`src/hdl/qrs_pkg.sv`:
```
// Shared types and constants for the quadratic root solver.
package qrs_pkg;

    localparam int CoefW  = 32;            // coefficient and root width
    localparam int FracW  = 16;            // fraction bits
    localparam int DiscW  = 2 * CoefW;     // clipped discriminant width
    localparam int RootW  = DiscW / 2;     // square root width
    localparam int NumW   = CoefW + 2;     // root numerator / denominator width
    localparam int QuotW  = NumW + FracW;  // dividend and quotient width
    localparam int SqSteps  = RootW;       // square root cells
    localparam int DivSteps = QuotW;       // divider cells

    typedef enum logic [2:0] {
        OUT_TWO      = 3'd0,
        OUT_DOUBLE   = 3'd1,
        OUT_LINEAR   = 3'd2,
        OUT_NONE     = 3'd3,
        OUT_INFINITE = 3'd4
    } t_outcome;

    typedef enum logic {
        CFG_COEF_TOL = 1'b0,
        CFG_DISC_TOL = 1'b1
    } t_cfg_idx;

    typedef struct packed {
        logic signed [CoefW-1:0] coef_a;
        logic signed [CoefW-1:0] coef_b;
        logic signed [CoefW-1:0] coef_c;
    } t_coefs;

    typedef struct packed {
        t_outcome                outcome;
        logic signed [CoefW-1:0] root_first;
        logic signed [CoefW-1:0] root_second;
        logic                    saturated;
    } t_result;

    // travels alongside the square root cells
    typedef struct packed {
        logic                    valid;
        t_outcome                outcome;
        logic                    sat;
        logic signed [CoefW-1:0] a;
        logic signed [CoefW-1:0] b;
        logic signed [CoefW-1:0] c;
    } t_sq_meta;

    // travels alongside the divider cells
    typedef struct packed {
        logic     valid;
        t_outcome outcome;
        logic     sat;
        logic     use1;
        logic     use2;
        logic     neg1;
        logic     neg2;
    } t_div_meta;

endpackage

```
`src/hdl/qrs_div_cell.sv`:
```
// One restoring step of the unsigned root divider: one quotient bit per cell.
module qrs_div_cell (
    input  logic                        i_clk,
    input  logic [qrs_pkg::QuotW-1:0]   i_num,
    input  logic [qrs_pkg::NumW-1:0]    i_den,
    input  logic [qrs_pkg::NumW-1:0]    i_rem,
    input  logic [qrs_pkg::QuotW-1:0]   i_quo,
    output logic [qrs_pkg::QuotW-1:0]   o_num,
    output logic [qrs_pkg::NumW-1:0]    o_den,
    output logic [qrs_pkg::NumW-1:0]    o_rem,
    output logic [qrs_pkg::QuotW-1:0]   o_quo
);
    logic [qrs_pkg::NumW:0] w_try;
    logic [qrs_pkg::NumW:0] w_diff;
    logic                   w_fit;

    assign w_try  = {i_rem, i_num[qrs_pkg::QuotW-1]};
    assign w_diff = w_try - {1'b0, i_den};
    assign w_fit  = (w_try >= {1'b0, i_den});

    always_ff @(posedge i_clk) begin
        o_num <= {i_num[qrs_pkg::QuotW-2:0], 1'b0};
        o_den <= i_den;
        o_rem <= w_fit ? w_diff[qrs_pkg::NumW-1:0] : w_try[qrs_pkg::NumW-1:0];
        o_quo <= {i_quo[qrs_pkg::QuotW-2:0], w_fit};
    end
endmodule

```
`config.mk`:
```
export PLATFORM = sky130hd
export DESIGN_NAME = qrs_div_cell
export DESIGN_NICKNAME = d
export VERILOG_FILES = /design/src/hdl/qrs_pkg.sv /design/src/hdl/qrs_div_cell.sv
export SDC_FILE = /design/constraint.sdc
export NUM_CORES = 1
export LEC_CHECK = 0
export BUFFER_PORTS_ARGS = -buffer_cell sky130_fd_sc_hd__buf_4
export CAP_MARGIN = 40
export CELL_PAD_IN_SITES_DETAIL_PLACEMENT = 1
export CELL_PAD_IN_SITES_GLOBAL_PLACEMENT = 1
export CORE_ASPECT_RATIO = 1.2
export CORE_UTILIZATION = 31
export DETAILED_ROUTE_END_ITERATION = 8
export GPL_TIMING_DRIVEN = 0
export HOLD_SLACK_MARGIN = 0.08
export PLACE_DENSITY_LB_ADDON = 0.2
export SYNTH_ARGS = -nofsm -noshare
export SYNTH_HDL_FRONTEND = slang
export SYNTH_SLANG_ARGS = --single-unit
```
`constraint.sdc`:
```
create_clock -name i_clk -period 3.8 [get_ports i_clk]
set_clock_uncertainty 0.2 [all_clocks]
set_input_delay 0.57 -clock i_clk [delete_from_list [all_inputs] [get_ports i_clk]]
set_output_delay 0.57 -clock i_clk [all_outputs]
set_load 0.02 [all_outputs]
```
==> impl_metrics.tcl <==
set metrics [dict create \
    outcome "complete, no violations" \
    fillers 1975 \
    timing.max_cap.violations 0 \
    worstPathCellList "dlygate4sd3_1 > buf_4 > ha_1 > inv_1 > fa_1 > a21oi_1 > o211ai_1 > a211oi_2 > buf_4 > o22ai_2 > o2111ai_1 > a41oi_1 > or3_1 > a31o_1" \
    drt_pre_antenna_iters 4 \
    path_clk_slew_ns 0.07 \
    antenna_found_initial 0 \
    ys_seq_area_share_pct 58.4 \
    die_height_um 151 \
    finalNetCount 1242 \
    global_route_usage_sum_pct 27.3 \
    grt_max_degree 19 \
    place_hpwl_um 16900 \
    holdCritPathClass "input port to flip-flop" \
    post-route-period-util_pct 96.3 \
    cellLeakagePower_nw 5.00 \
    die_width_um 126 \
    cts-buffers-inserted 17 \
    dr.first_iter.drc_count 136 \
    cts_max_path_buffers 2 \
    edff_count_synth 0 \
    clock-root-buffer "clkbuf_16" \
    grt_pass1_vias 6602 \
    syn-cell-area_mm2 0.00573 \
    ant_nets 0 \
    placed_cell_area_mm2 0.00851 \
    num_antenna_cells 0 \
    critical_path_buffers_and_inverters 4 \
    drt-wirelength-per-cell_um 20.5 \
    grt_first_pass_wirelength_um 38500 \
    synthMostInstantiatedCell "dfxtp_1" \
    flow.area_growth_from_synthesis_pct 82.9 \
    report.final.hold_viol_count 0 \
    drt_drc_violations_left 0 \
    timing.critical_path.slowest_stage_cell "dlygate4sd3_1" \
    routed_via_density 4.66 \
    grt.met2_usage_pct 51.4 \
    routed_wl_um 26200 \
    vias 5937 \
    global_route.usage.met1_pct 27.7 \
    register_area_mm2 0.00334 \
    drive_above_1_share_pct 37.9 \
    clkSinkCount 167 \
    timing.critical_path.required_ns 3.91 \
    holdWs_ns 0.147 \
    htreeDepth 4 \
    multi_input_area_mm2 0.00211 \
    power-per-cell-area_mw_per_mm2 465 \
    floorplan.initialDensity_pct 31.6 \
    synth.largest_area_cell "dfxtp_1" \
    gr-max-usage-layer "met2" \
    critical_path_peak_fanout 4 \
    synth-seq-cells 167 \
    netlist.area_leader.share_pct 58.4 \
    finalSetupViolations 0 \
    ir_worst_vdd_v 0.000256 \
    timing.final.crit_period_ns 3.66 \
    post_synth_inst_count 548 \
    syn-num-nets 752 \
    cts_tree "done" \
    largest_stage_delay_worst_path_ns 0.53 \
    critical_path.endpoint_type "flip-flop" \
    synthesis.area_per_instance_um2 10.5 \
    grt_overflow 0 \
    core_area_mm2 0.0181 \
    floorplan.rows 54 \
    gp_routability_congestion 0.858 \
    crit_family "compound AO/OA/AOI/OAI gates" \
    setup_tns_ns 0 \
    pin_count 337 \
    post_synth_main_area_contributors "dfxtp_1 58%, ha_1 7.4%, o21ai_0 3.8%" \
    global_route.usage.met3_pct 8.58 \
    timing.fmax_mhz 273 \
    critical-path-top-cell-by-count "buf_4" \
    post_synth_num_cell_types 57 \
    crit_arrival_ns 3.77 \
    place.port_buffers 334 \
    design.die.area_mm2 0.0190 \
    final_cell_area_mm2 0.0105 \
    rsz0062_at_grt "no" \
    synth-async-reset-ratio_pct 0 \
    ys.warnings.count 0 \
    criticalPathCategory "input port to flip-flop" \
    cp-start-kind "input port" \
    postSynth.topFlopCell "dfxtp_1" \
    finalMaxSlewViolations 0 \
    yosys-top-cells-count "167 x dfxtp_1, 52 x nand2_1, 44 x o21ai_0" \
]
[per-layer routing]
| layer | wire, µm | vias up |
|---|---|---|
| met2 | 13800 | 228 |
| met5 | 0 | - |
| li1 | - | 2843 |
| met1 | 9600 | 2815 |
| met3 | 1830 | 51 |
| met4 | 1010 | 0 |
[per-stage QoR]
step	utilization, %	setup slack, ns	std cells	total power [W]
finish	57.8	0.141	1275	0.00488
global route	57.8	0.0160	1275	0.00507
CTS	57.6	0.0450	1270	0.00485
detailed placement	47.0	0.0869	1106	0.00302
global placement	47.0	0.125	1106	0.00300
floorplan	-	0.691	548	0.00251
[what timing repair did]
action / CTS / global route
hold buffers: 132 / 0
gates resized for setup: 0 / 3
setup endpoints to repair: 0 / 24
buffers inserted: 0 / 5
hold endpoints to repair: 132 / 0
[cells by family after synthesis]
kind of cell | after synthesis | synth area share, %
XOR/XNOR | 29 | 4.44
flip-flops | 167 | 58.4
other | 1 | 0.0655
adder cells (fa/ha/maj) | 35 | 7.78
buffers and inverters | 64 | 4.94
AND/OR/NAND/NOR | 117 | 9.31
AO/OA/AOI/OAI | 131 | 14.3
multiplexers | 4 | 0.786
[where the power goes]
part | total [W] | internal, W | switching (W)
clock | 0.00173 | 0.000898 | 0.000834
sequential | 0.00196 | 0.00190 | 0.0000569
combinational | 0.00118 | 0.000560 | 0.000622
total | 0.00488 | 0.00336 | 0.00151
[flip-flops by register name, summed over array words and instances (netlist names)]
signal and flops:
o_den 34, o_num 49, o_quo 50, o_rem 34
[placed cells by master (no fill, tap or decap), types with 5 or more instances in the layout]
cell type	count
clkbuf_16	17
nand3_1	7
a21o_1	11
dlygate4sd3_1	132
nand2_1	52
o21ai_0	44
nand4_1	9
clkbuf_1	9
buf_4	343
xor2_1	13
inv_8	5
inv_1	41
nor2_1	22
xnor2_1	16
ha_1	34
a21oi_1	32
dfxtp_1	167
nor3_1	6
[layout make-up]
type / instances / share of cell area, %
plain buffers: 22 / 1.19
multi-input cells: 317 / 20.2
repair buffers: 471 / 36.9
clock buffers: 18 / 4.19
inverters: 42 / 1.51
flip-flops and latches: 167 / 31.9
clock inverters: 14 / 1.42
well taps: 224 / 2.68
[final timing paths]
kind | depth (start not counted) | endpoint | startpoint
worst max-delay path | 14 | o_rem[32] | i_den[0]
worst min-delay path | 3 | o_rem[17] | i_rem[16]
(Power assumes the default switching activity.)
