$ cat src/hdl/qrs_pkg.sv
// Shared types and constants for the quadratic root solver.
package qrs_pkg;

    localparam int CoefW  = 32;            // coefficient and root width
    localparam int FracW  = 16;            // fraction bits
    localparam int DiscW  = 2 * CoefW;     // clipped discriminant width
    localparam int RootW  = DiscW / 2;     // square root width
    localparam int NumW   = CoefW + 2;     // root numerator / denominator width
    localparam int QuotW  = NumW + FracW;  // dividend and quotient width
    localparam int SqSteps  = RootW;       // square root cells
    localparam int DivSteps = QuotW;       // divider cells

    typedef enum logic [2:0] {
        OUT_TWO      = 3'd0,
        OUT_DOUBLE   = 3'd1,
        OUT_LINEAR   = 3'd2,
        OUT_NONE     = 3'd3,
        OUT_INFINITE = 3'd4
    } t_outcome;

    typedef enum logic {
        CFG_COEF_TOL = 1'b0,
        CFG_DISC_TOL = 1'b1
    } t_cfg_idx;

    typedef struct packed {
        logic signed [CoefW-1:0] coef_a;
        logic signed [CoefW-1:0] coef_b;
        logic signed [CoefW-1:0] coef_c;
    } t_coefs;

    typedef struct packed {
        t_outcome                outcome;
        logic signed [CoefW-1:0] root_first;
        logic signed [CoefW-1:0] root_second;
        logic                    saturated;
    } t_result;

    // travels alongside the square root cells
    typedef struct packed {
        logic                    valid;
        t_outcome                outcome;
        logic                    sat;
        logic signed [CoefW-1:0] a;
        logic signed [CoefW-1:0] b;
        logic signed [CoefW-1:0] c;
    } t_sq_meta;

    // travels alongside the divider cells
    typedef struct packed {
        logic     valid;
        t_outcome outcome;
        logic     sat;
        logic     use1;
        logic     use2;
        logic     neg1;
        logic     neg2;
    } t_div_meta;

endpackage

$ cat src/hdl/qrs_sqrt_cell.sv
// One digit step of the integer square root: two radicand bits in, one root bit out.
module qrs_sqrt_cell (
    input  logic                            i_clk,
    input  logic [qrs_pkg::DiscW-1:0]       i_rad,
    input  logic [qrs_pkg::RootW:0]         i_rem,
    input  logic [qrs_pkg::RootW-1:0]       i_root,
    output logic [qrs_pkg::DiscW-1:0]       o_rad,
    output logic [qrs_pkg::RootW:0]         o_rem,
    output logic [qrs_pkg::RootW-1:0]       o_root
);
    logic [qrs_pkg::RootW+2:0] w_try;
    logic [qrs_pkg::RootW+2:0] w_trial;
    logic                      w_fit;

    assign w_try   = {i_rem, i_rad[qrs_pkg::DiscW-1 -: 2]};
    assign w_trial = {1'b0, i_root, 2'b01};
    assign w_fit   = (w_try >= w_trial);

    always_ff @(posedge i_clk) begin
        o_rad  <= {i_rad[qrs_pkg::DiscW-3:0], 2'b00};
        o_rem  <= w_fit ? (qrs_pkg::RootW+1)'(w_try - w_trial) : w_try[qrs_pkg::RootW:0];
        o_root <= {i_root[qrs_pkg::RootW-2:0], w_fit};
    end
endmodule

$ cat config.mk
export PLATFORM = sky130hd
export DESIGN_NAME = qrs_sqrt_cell
export DESIGN_NICKNAME = d
export VERILOG_FILES = /design/src/hdl/qrs_pkg.sv /design/src/hdl/qrs_sqrt_cell.sv
export SDC_FILE = /design/constraint.sdc
export NUM_CORES = 1
export LEC_CHECK = 0
export CORE_MARGIN = 5
export CORE_UTILIZATION = 30
export DETAILED_ROUTE_END_ITERATION = 16
export DONT_BUFFER_PORTS = 1
export PLACE_DENSITY = 0.52
export SYNTH_ARGS = -nofsm -noshare
export SYNTH_HDL_FRONTEND = slang
export SYNTH_SLANG_ARGS = --single-unit
$ cat constraint.sdc
create_clock -name i_clk -period 5.2 [get_ports i_clk]
set_clock_uncertainty 0.1 [all_clocks]
set_input_delay 1.56 -clock i_clk [delete_from_list [all_inputs] [get_ports i_clk]]
set_output_delay 1.56 -clock i_clk [all_outputs]
set_load 0.1 [all_outputs]
==> results of run 1 <==
through the flow:
| stage | hold slack [ps] | utilization [%] |
|---|---|---|
| after detailed placement | 1490 | 31.8 |
| after global routing | 1040 | 35.5 |
| after CTS | 1050 | 35.5 |
| after global placement | 1490 | 31.8 |
| after floorplan | 1490 | - |
| final | 1070 | 35.5 |
placed cells by master (no fill, tap or decap), drive strengths merged, types with 4 or more instances in the layout:
cell,instances
o21ai,21
nor3,5
xor2,9
dfxtp,127
o21a,8
nand3,8
nor2,42
a21o,9
mux2,7
inv,43
nand2,28
o21bai,6
a31oi,5
clkinv,6
a21oi,58
ha,34
clkbuf,17
a211oi,5
buf,4
xnor2,19
nand2b,4
nand4,6
Yosys cell counts (2+ instances only):
| cell type | count | share of area (%) |
|---|---|---|
| nand3_1 | 8 | 0.83 |
| a31oi_1 | 5 | 0.65 |
| o21a_1 | 8 | 1.2 |
| dfxtp_1 | 127 | 53 |
| a211oi_1 | 3 | 0.47 |
| a221o_1 | 3 | 0.62 |
| xnor2_1 | 19 | 3.4 |
| nand2b_1 | 4 | 0.52 |
| o21ai_0 | 20 | 2.1 |
| a21oi_2 | 2 | 0.36 |
| xor2_1 | 9 | 1.6 |
| inv_1 | 39 | 3.0 |
| o31ai_1 | 2 | 0.31 |
| a21o_1 | 9 | 1.4 |
| mux2_2 | 7 | 1.6 |
| nor3_1 | 5 | 0.52 |
| buf_2 | 8 | 0.83 |
| nand2_1 | 28 | 2.2 |
| a41oi_1 | 2 | 0.36 |
| and3_1 | 3 | 0.39 |
| a21oi_1 | 56 | 5.8 |
| nand4_1 | 6 | 0.78 |
| a221oi_1 | 2 | 0.36 |
| ha_1 | 34 | 8.8 |
| nor2_1 | 42 | 3.3 |
| o21bai_1 | 6 | 0.93 |
| a211oi_2 | 2 | 0.52 |
| clkbuf_1 | 5 | 0.39 |
| o211ai_1 | 2 | 0.31 |
| buf_4 | 4 | 0.62 |
per-layer routing:
metal | vias to the layer above | global-route usage [%] | wire length [µm]
li1 | 1684 | - | -
met1 | 1578 | 14.1 | 4930
met2 | 177 | 24.3 | 6910
met3 | 11 | 9.34 | 1950
met4 | 0 | 4.32 | 164
met5 | - | 0 | 0
registers in the layout, summed over array words and instances (netlist names):
signal  cells
o_rad      62
o_rem      33
o_root     32
area by class of cell:
class,count,area [µm²],share of cell area [%]
Inverter,39,146,2.60
Multi-Input combinational cell,305,2050,36.5
Clock inverter,14,160,2.85
Sequential cell,127,2540,45.2
Tap cell,216,270,4.80
Timing Repair Buffer,4,30.0,0.534
Clock buffer,17,425,7.56
power by group through the flow:
stage / clock [mW] / sequential, mW / combinational (mW)
after floorplan: 0 / 1.79 / 0.252
after global placement: 0 / 1.82 / 0.306
after detailed placement: 0 / 1.82 / 0.309
after CTS: 1.20 / 1.80 / 0.312
after global routing: 1.25 / 1.80 / 0.349
final: 1.16 / 1.79 / 0.310
cells by family after synthesis:
logic type,share of synthesized area [%]
other,0.0777
buffers and inverters,5.11
AND/OR/NAND/NOR,9.51
multiplexers,1.63
flip-flops,52.7
adder cells (fa/ha/maj),8.81
XOR/XNOR,5.08
AO/OA/AOI/OAI,17.1
path summary, 6_finish.rpt:
check / from / to / slack, ps / depth (start not counted)
setup / recovery: i_root[0] / o_rem[6]$_DFF_P_ / 1200 / 11
hold / removal: i_root[17] / o_root[18]$_DFF_P_ / 1070 / 0
==> metrics.cfg, run 1 <==
[sta]
hold_viol=0
post-route-min-period_ps=4000
rsz0062_at_grt=no
fin_ws_ps=1200
final_max_slew_viol_count=0
period_share_pct=76.9
slew_headroom_pct=28.8
worstMarginPinSlew_ps=1070
setup_viol=0
fmax_mhz=250
fin_setup_tns_ps=0

[route]
ant_nets=0
wl_per_cell_um=19.3
routed_wirelength_mm=14.0
avgViaCountPerCell=4.78
dr_total_vias=3450
drc=0
drt_iter0_drc=178
drtPass1Iterations=4

[synth]
ys_warn_count=0
ys_types=48
ys_seq_area_share_pct=52.7
async_flop_share_pct=0
syn_area_um2=4830
syn_inst=488
synth_area_per_cell_um2=9.89
synth_ff_type=dfxtp_1
ys_ff_latch=127
synth_edf_count=0

[cts]
clock-sinks=127
numCtsBuffers=17
clock_tree.buffer_depth=2
cts_hold_buf=0
ctsRootBufferMaster=clkbuf_16
cts_resized=0
cts_tree=done
cts_setup_buffers=0
htreeDepth=4
cts.clk_slew.worst_paths_ps=60

[critical_path]
worstPathArrival_ps=4190
path_common_cell=a21oi_1
cp_slowest_stage_delay_ps=390
cp_max_fo=29
cp-start-kind=input port
crit_chain=inv_1 -> ha_1 -> o21ai_0 -> a211oi_2 -> nand2_1 -> a221o_1 -> a21oi_1 -> a21oi_1 -> o21ai_4 -> buf_4 -> mux2_2
cp_slowest_cell=a211oi_2
end_kind=flop
critPathTopFamily=compound AO/OA/AOI/OAI gates
worst-setup-path-type=input port to flop
required_ps=5390
critical_path_buf_inv_count=2

[placement]
port_buffers=0
dp_cells=691
dp_hpwl_mm=11.3
dp_slack_ps=747
globalplace.congestion=0.796
placed_area_um2=5040

[worst_hold_path]
worstHoldPathType=input port to flop

[final_layout]
fill_cells=1567
num_antenna_cells=0
syn2layout_area_growth_pct=16.5
drive_above_1_share_pct=9.49
layout.nets=658
final_cell_count_no_fill=722
design_area_um2=5630

[global_routing]
grt_max_degree=30
grt_pass1_wl_mm=19.9
grt_pass1_vias=3494
antenna_found_initial=0
overflow=0
grtUsageTotal_pct=14.2

[power]
peakVddDrop_mv=0.209
pwr-share-seq_pct=54.9
power.switching_mw=1.35
switching_share_pct=41.4
internal_power_mw=1.91
p_comb_share_pct=9.5
static-leakage-power_nw=2.44
clkPwrFrac_pct=35.6
finalPower_mw=3.26
powerDensity_nw_per_um2=580

[die]
die_area_um2=18700
fp.dieH_um=137
coreArea_um2=15800
initial_core_util_pct=30.5
row_count=46
ios=259
die_x_um=137

[flow_run]
drv_cap=0

[outcome]
status=complete, no violations

(Power assumes the default switching activity.)
==> run 2, diff against run 1 <==
==> constraint.sdc (replaced) <==
create_clock -name i_clk -period 4.05 [get_ports i_clk]
set_clock_uncertainty 0.1 [all_clocks]
set_input_delay 1.215 -clock i_clk [delete_from_list [all_inputs] [get_ports i_clk]]
set_output_delay 1.215 -clock i_clk [all_outputs]
set_load 0.1 [all_outputs]
==> run 2 against run 1 <==
  * First-iteration DRC count fell by 34%
  * Routed wire length fell by 0.55%
  * Highest routed layer unchanged
  * Cell area rose by 1.7%
==> metrics.cfg, run 2 (synthesis results as in run 1) <==
[final_layout]
layout_commonest_cell=dfxtp_1  ; unchanged
layout.nets=674  ; was 658
fill_cells=1598  ; was 1567
largest_reg_flops=62  ; unchanged
num_antenna_cells=0  ; unchanged
regMostFlops=o_rad  ; unchanged
drive_above_1_share_pct=12.3  ; was 9.49%
reg_top3=o_rad (62), o_rem (33), o_root (32)  ; unchanged
syn2layout_area_growth_pct=18.5  ; was 16.5%
final_cell_mix=127 x dfxtp_1, 56 x a21oi_1, 42 x nor2_1  ; unchanged

[critical_path]
critPathTopFamily=compound AO/OA/AOI/OAI gates  ; unchanged
worst-setup-path-type=input port to flop  ; unchanged
cp_slowest_cell=o31ai_1  ; was a211oi_2
end_kind=flop  ; unchanged
path_common_cell=a21oi_1  ; unchanged
critical_path_buf_inv_count=2  ; unchanged
required_ps=4250  ; was 5390 ps
crit_chain=inv_1 -> ha_1 -> buf_4 -> nor2b_1 -> o31ai_2 -> a21oi_1 -> a221o_1 -> a21oi_2 -> o31ai_1 -> a21oi_1 -> xnor2_1 -> mux2_2  ; was inv_1 -> ha_1 -> o21ai_0 -> a211oi_2 -> nand2_1 -> a221o_1 -> a21oi_1 -> a21oi_1 -> o21ai_4 -> buf_4 -> mux2_2
cp-start-kind=input port  ; unchanged
worstPathArrival_ps=3980  ; was 4190 ps
cp_max_fo=4  ; was 29
cp_slowest_stage_delay_ps=600  ; was 390 ps

[sta]
slew_headroom_pct=30.0  ; was 28.8%
worstMarginPinSlew_ps=1050  ; was 1070 ps
setup_viol=0  ; unchanged
final_max_slew_viol_count=0  ; unchanged
fmax_mhz=265
hold_viol=0  ; unchanged
period_share_pct=93.3
rsz0062_at_grt=no  ; unchanged
hold_ws_ps=723  ; was 1070 ps
fin_setup_tns_ps=0  ; unchanged
post-route-min-period_ps=3780

[route]
dr_total_vias=3430  ; was 3450
ant_nets=0  ; unchanged
drt_iter0_drc=118  ; was 178
avgViaCountPerCell=4.65  ; was 4.78
drtPass1Iterations=6  ; was 4
routed_wirelength_mm=13.9  ; was 14.0 mm
drc=0  ; unchanged
wl_per_cell_um=18.8  ; was 19.3 µm

[die]
die_x_um=137  ; unchanged
ios=259  ; unchanged
die_area_um2=18700  ; unchanged
initial_core_util_pct=30.5  ; unchanged
fp.dieH_um=137  ; unchanged
row_count=46  ; unchanged
coreArea_um2=15800  ; unchanged

[cts]
cts_setup_buffers=0  ; unchanged
cts.clk_slew.worst_paths_ps=60  ; about the same
cts_resized=0  ; unchanged
numCtsBuffers=17  ; unchanged
htreeDepth=4  ; unchanged
clock-sinks=127  ; unchanged
cts_tree=done  ; unchanged
ctsRootBufferMaster=clkbuf_16  ; unchanged
cts_hold_buf=0  ; unchanged
clock_tree.buffer_depth=2  ; unchanged

[worst_hold_path]
worstHoldPathType=input port to flop  ; unchanged
worstHoldStart=i_rad[4]  ; was i_root[17]
whs_path_depth=0  ; unchanged
holdPathEnd=o_rad[6]$_DFF_P_  ; was o_root[18]$_DFF_P_

[placement]
globalplace.congestion=0.876  ; was 0.796
port_buffers=0  ; unchanged
dp_hpwl_mm=11.3  ; about the same

[power]
power.switching_mw=1.74  ; was 1.35 mW
static-leakage-power_nw=2.50  ; was 2.44 nW
finalPower_mw=4.15  ; was 3.26 mW
peakVddDrop_mv=0.309  ; was 0.209 mV
internal_power_mw=2.40  ; was 1.91 mW
powerDensity_nw_per_um2=724  ; was 580 nW/µm²
switching_share_pct=42.1  ; was 41.4%
p_comb_share_pct=10.0  ; was 9.5%
clkPwrFrac_pct=34.6  ; was 35.6%
pwr-share-seq_pct=55.5  ; was 54.9%

[flow_run]
drv_cap=0  ; unchanged

[global_routing]
overflow=0  ; unchanged
grt_pass1_vias=3593  ; was 3494
grtUsageTotal_pct=14.4  ; was 14.2%
grt_max_degree=27  ; was 30
grt_pass1_wl_mm=20.1  ; was 19.9 mm
antenna_found_initial=0  ; unchanged

[outcome]
status=complete, no violations  ; unchanged

[run 2: cell count changes in the layout (fill, tap and decap cells not counted), sizes merged]
cell,change
bufinv,-1
buf,+16
clkinvlp,+1
clkinv,+1
inv,-1
[run 2: through the flow]
stage               setup slack (ps)  area, µm²  util, %  std cells
detailed placement              -139       5160     32.6        707
finish                           271       5720     36.2        738
CTS                              293       5720     36.2        738
global route                    48.1       5720     36.2        738
floorplan                        497       4830        -        489
global placement                -111       5160     32.6        707
[run 2: power by group through the flow]
| stage | Sequential (mW) | Combinational [mW] | Clock (mW) |
|---|---|---|---|
| after floorplan | 2.30 | 0.323 | 0 |
| after global placement | 2.33 | 0.408 | 0 |
| after detailed placement | 2.33 | 0.414 | 0 |
| after CTS | 2.31 | 0.417 | 1.48 |
| after global routing | 2.31 | 0.467 | 1.54 |
| final | 2.30 | 0.414 | 1.43 |
[run 2: worst max-delay path by stage]
stage | slack, ps | start | cells past startpoint | endpoint
final | 270 | i_root[0] | 12 | o_rem[30]$_DFF_P_
after global routing | 50 | i_root[0] | 12 | o_rem[30]$_DFF_P_
after CTS | 290 | i_root[0] | 12 | o_rem[30]$_DFF_P_
after detailed placement | -140 | i_root[0] | 12 | o_rem[30]$_DFF_P_
after global placement | -110 | i_root[0] | 12 | o_rem[30]$_DFF_P_
after floorplan | 500 | i_root[5] | 11 | o_rem[32]$_DFF_P_
[run 2: layer usage]
metal | vias to the layer above | GRT usage [%] | part of all wire, %
met2 | 170 | 24.4 | 49
met3 | 20 | 7.98 | 12
met1 | 1521 | 14.7 | 37
li1 | 1719 | - | -
met5 | - | 0 | 0
met4 | 0 | 5.99 | 1.9
[run 2: final cells by class]
type,count,area (µm²),area share (%)
repair buffers,20,150,2.62
well taps,216,270,4.72
inverters,39,146,2.56
multi-input cells,305,2050,35.8
clock inverters,14,138,2.40
clock buffers,17,425,7.43
flip-flops and latches,127,2540,44.4
==> run 3, diff against run 2 <==
--- a/config.mk
+++ b/config.mk
@@ -5,11 +5,13 @@
 export SDC_FILE = /design/constraint.sdc
 export NUM_CORES = 1
 export LEC_CHECK = 0
+export CELL_PAD_IN_SITES_DETAIL_PLACEMENT = 1
+export CELL_PAD_IN_SITES_GLOBAL_PLACEMENT = 2
 export CORE_MARGIN = 5
 export CORE_UTILIZATION = 30
 export DETAILED_ROUTE_END_ITERATION = 16
 export DONT_BUFFER_PORTS = 1
-export PLACE_DENSITY = 0.52
+export PLACE_DENSITY = 0.76
 export SYNTH_ARGS = -nofsm -noshare
 export SYNTH_HDL_FRONTEND = slang
 export SYNTH_SLANG_ARGS = --single-unit
==> run 3 against run 2 <==
  * Core utilization rose by 0.087 points
  * Largest power group unchanged
  * Final cell count decreased by 0.68%
  * Global-route usage rose by 1.3 points
  * Non-clock buffer count is 6 lower
  * Worst hold slack barely moved
  * Via count rose by 2.1%
  * Largest cell class unchanged
==> metrics.cfg, run 3 (synthesis results as in run 1) <==
[critical_path]
worst-setup-path-type=input port to flop  ; unchanged
worstPathArrival_ps=3870  ; was 3980 ps
cp_max_fo=22  ; was 4
end_kind=flop  ; unchanged
cp-start-kind=input port  ; unchanged
required_ps=4290  ; was 4250 ps

[sta]
setup_viol=0  ; unchanged
final_max_slew_viol_count=0  ; unchanged
worstMarginPinSlew_ps=1060  ; was 1050 ps
period_share_pct=89.6  ; was 93.3%
fmax_mhz=276  ; was 265 MHz
slew_headroom_pct=29.4  ; was 30.0%
rsz0062_at_grt=no  ; unchanged
hold_ws_ps=722  ; was 723 ps
post-route-min-period_ps=3630  ; was 3780 ps
hold_viol=0  ; unchanged

[worst_hold_path]
holdPathEnd=o_rad[42]$_DFF_P_  ; was o_rad[6]$_DFF_P_
whs_path_depth=0  ; unchanged
worstHoldStart=i_rad[40]  ; was i_rad[4]
worstHoldPathType=input port to flop  ; unchanged

[global_routing]
overflow=0  ; unchanged
grt_pass1_wl_mm=21.6  ; was 20.1 mm
grt_pass1_vias=3705  ; was 3593
grt_max_degree=23  ; was 27
grtUsageTotal_pct=15.7  ; was 14.4%
antenna_found_initial=0  ; unchanged

[placement]
globalplace.congestion=0.768  ; was 0.876
dp_hpwl_mm=12.3  ; was 11.3 mm
placed_area_um2=5110  ; was 5160 µm²
port_buffers=0  ; unchanged

[die]
initial_core_util_pct=30.5  ; unchanged
coreArea_um2=15800  ; unchanged
row_count=46  ; unchanged
fp.dieH_um=137  ; unchanged
die_x_um=137  ; unchanged
ios=259  ; unchanged
die_area_um2=18700  ; unchanged

[final_layout]
layout_commonest_cell=dfxtp_1  ; unchanged
num_antenna_cells=0  ; unchanged
fill_cells=1763  ; was 1598
drive_above_1_share_pct=11.4  ; was 12.3%
utilization_pct=36.2  ; about the same
final_cell_mix=127 x dfxtp_1, 56 x a21oi_1, 42 x nor2_1  ; unchanged
largest_reg_flops=62  ; unchanged
syn2layout_area_growth_pct=18.8  ; was 18.5%
layout.nets=668  ; was 674
multi_input_area_um2=2050  ; unchanged
regMostFlops=o_rad  ; unchanged
design_area_um2=5740  ; was 5720 µm²
reg_top3=o_rad (62), o_rem (33), o_root (32)  ; unchanged
seq_area_um2=2540  ; unchanged

[cts]
ctsRootBufferMaster=clkbuf_16  ; unchanged
cts_hold_buf=0  ; unchanged
cts_resized=0  ; unchanged
clock_tree.buffer_depth=2  ; unchanged
numCtsBuffers=17  ; unchanged
htreeDepth=4  ; unchanged
cts_setup_buffers=0  ; unchanged
clock-sinks=127  ; unchanged
cts_tree=done  ; unchanged
cts.clk_slew.worst_paths_ps=60  ; about the same

[power]
finalPower_mw=4.30  ; was 4.15 mW
powerDensity_nw_per_um2=750  ; was 724 nW/µm²
static-leakage-power_nw=2.50  ; about the same
peakVddDrop_mv=0.254  ; was 0.309 mV

[route]
avgViaCountPerCell=4.78  ; was 4.65
drc=0  ; unchanged
ant_nets=0  ; unchanged
dr_total_vias=3501  ; was 3430
drt_iter0_drc=95  ; was 118
routed_wirelength_mm=15.1  ; was 13.9 mm
wl_per_cell_um=20.6  ; was 18.8 µm
drtPass1Iterations=4  ; was 6

[outcome]
status=complete, no violations  ; unchanged

[flow_run]
drv_cap=0  ; unchanged

## run 3: critical path: stages
cell and delay (ps):
inv_1 20, ha_1 370, and4_1 270, and3_1 190
nand2_1 80, a221o_1 320, a21oi_1 160, a21oi_1 130
o21ai_4 610, buf_4 310, nor2_1 50, a21oi_1 130
## run 3: stage by stage
step	setup TNS [ps]	instances	setup WS, ps
2_1_floorplan	0	489	497
3_3_place_gp	0	701	54.5
3_5_place_dp	-226	701	-48.4
4_1_cts	0	733	359
5_1_grt	0	733	115
6_report	0	733	421
## run 3: layout make-up
cell class	instances	share of cell area (%)
flip-flops and latches	127	44.3
clock inverters	14	3.18
repair buffers	14	1.83
inverters	39	2.55
well taps	216	4.71
clock buffers	18	7.66
multi-input cells	305	35.7
## run 3: power by group
part / leakage [nW] / switching [mW] / internal [mW] / total, mW
combinational: 1.13 / 0.238 / 0.176 / 0.414
sequential: 1.07 / 0.934 / 1.37 / 2.30
clock: 0.293 / 0.591 / 0.995 / 1.59
## run 3: how the worst max path moves through the flow
| stage | start | end | slack [ps] | cells after the start |
|---|---|---|---|---|
| 6_report | i_root[6] | o_rem[12]$_DFF_P_ | 420 | 12 |
| 5_1_grt | i_root[6] | o_rem[12]$_DFF_P_ | 110 | 12 |
| 4_1_cts | i_root[8] | o_rem[12]$_DFF_P_ | 360 | 12 |
| 3_5_place_dp | i_root[6] | o_rem[12]$_DFF_P_ | -50 | 12 |
| 3_3_place_gp | i_root[8] | o_rem[26]$_DFF_P_ | 50 | 12 |
| 2_1_floorplan | i_root[5] | o_rem[32]$_DFF_P_ | 500 | 11 |
## run 3: per-layer routing
layer	share of wire [%]	up-vias	routed length, µm	GRT usage (%)
li1	-	1709	-	-
met1	36	1626	5480	15.4
met2	53	154	7960	28.9
met4	1.2	0	188	5.32
met3	9.8	12	1480	7.28
met5	0	-	0	0
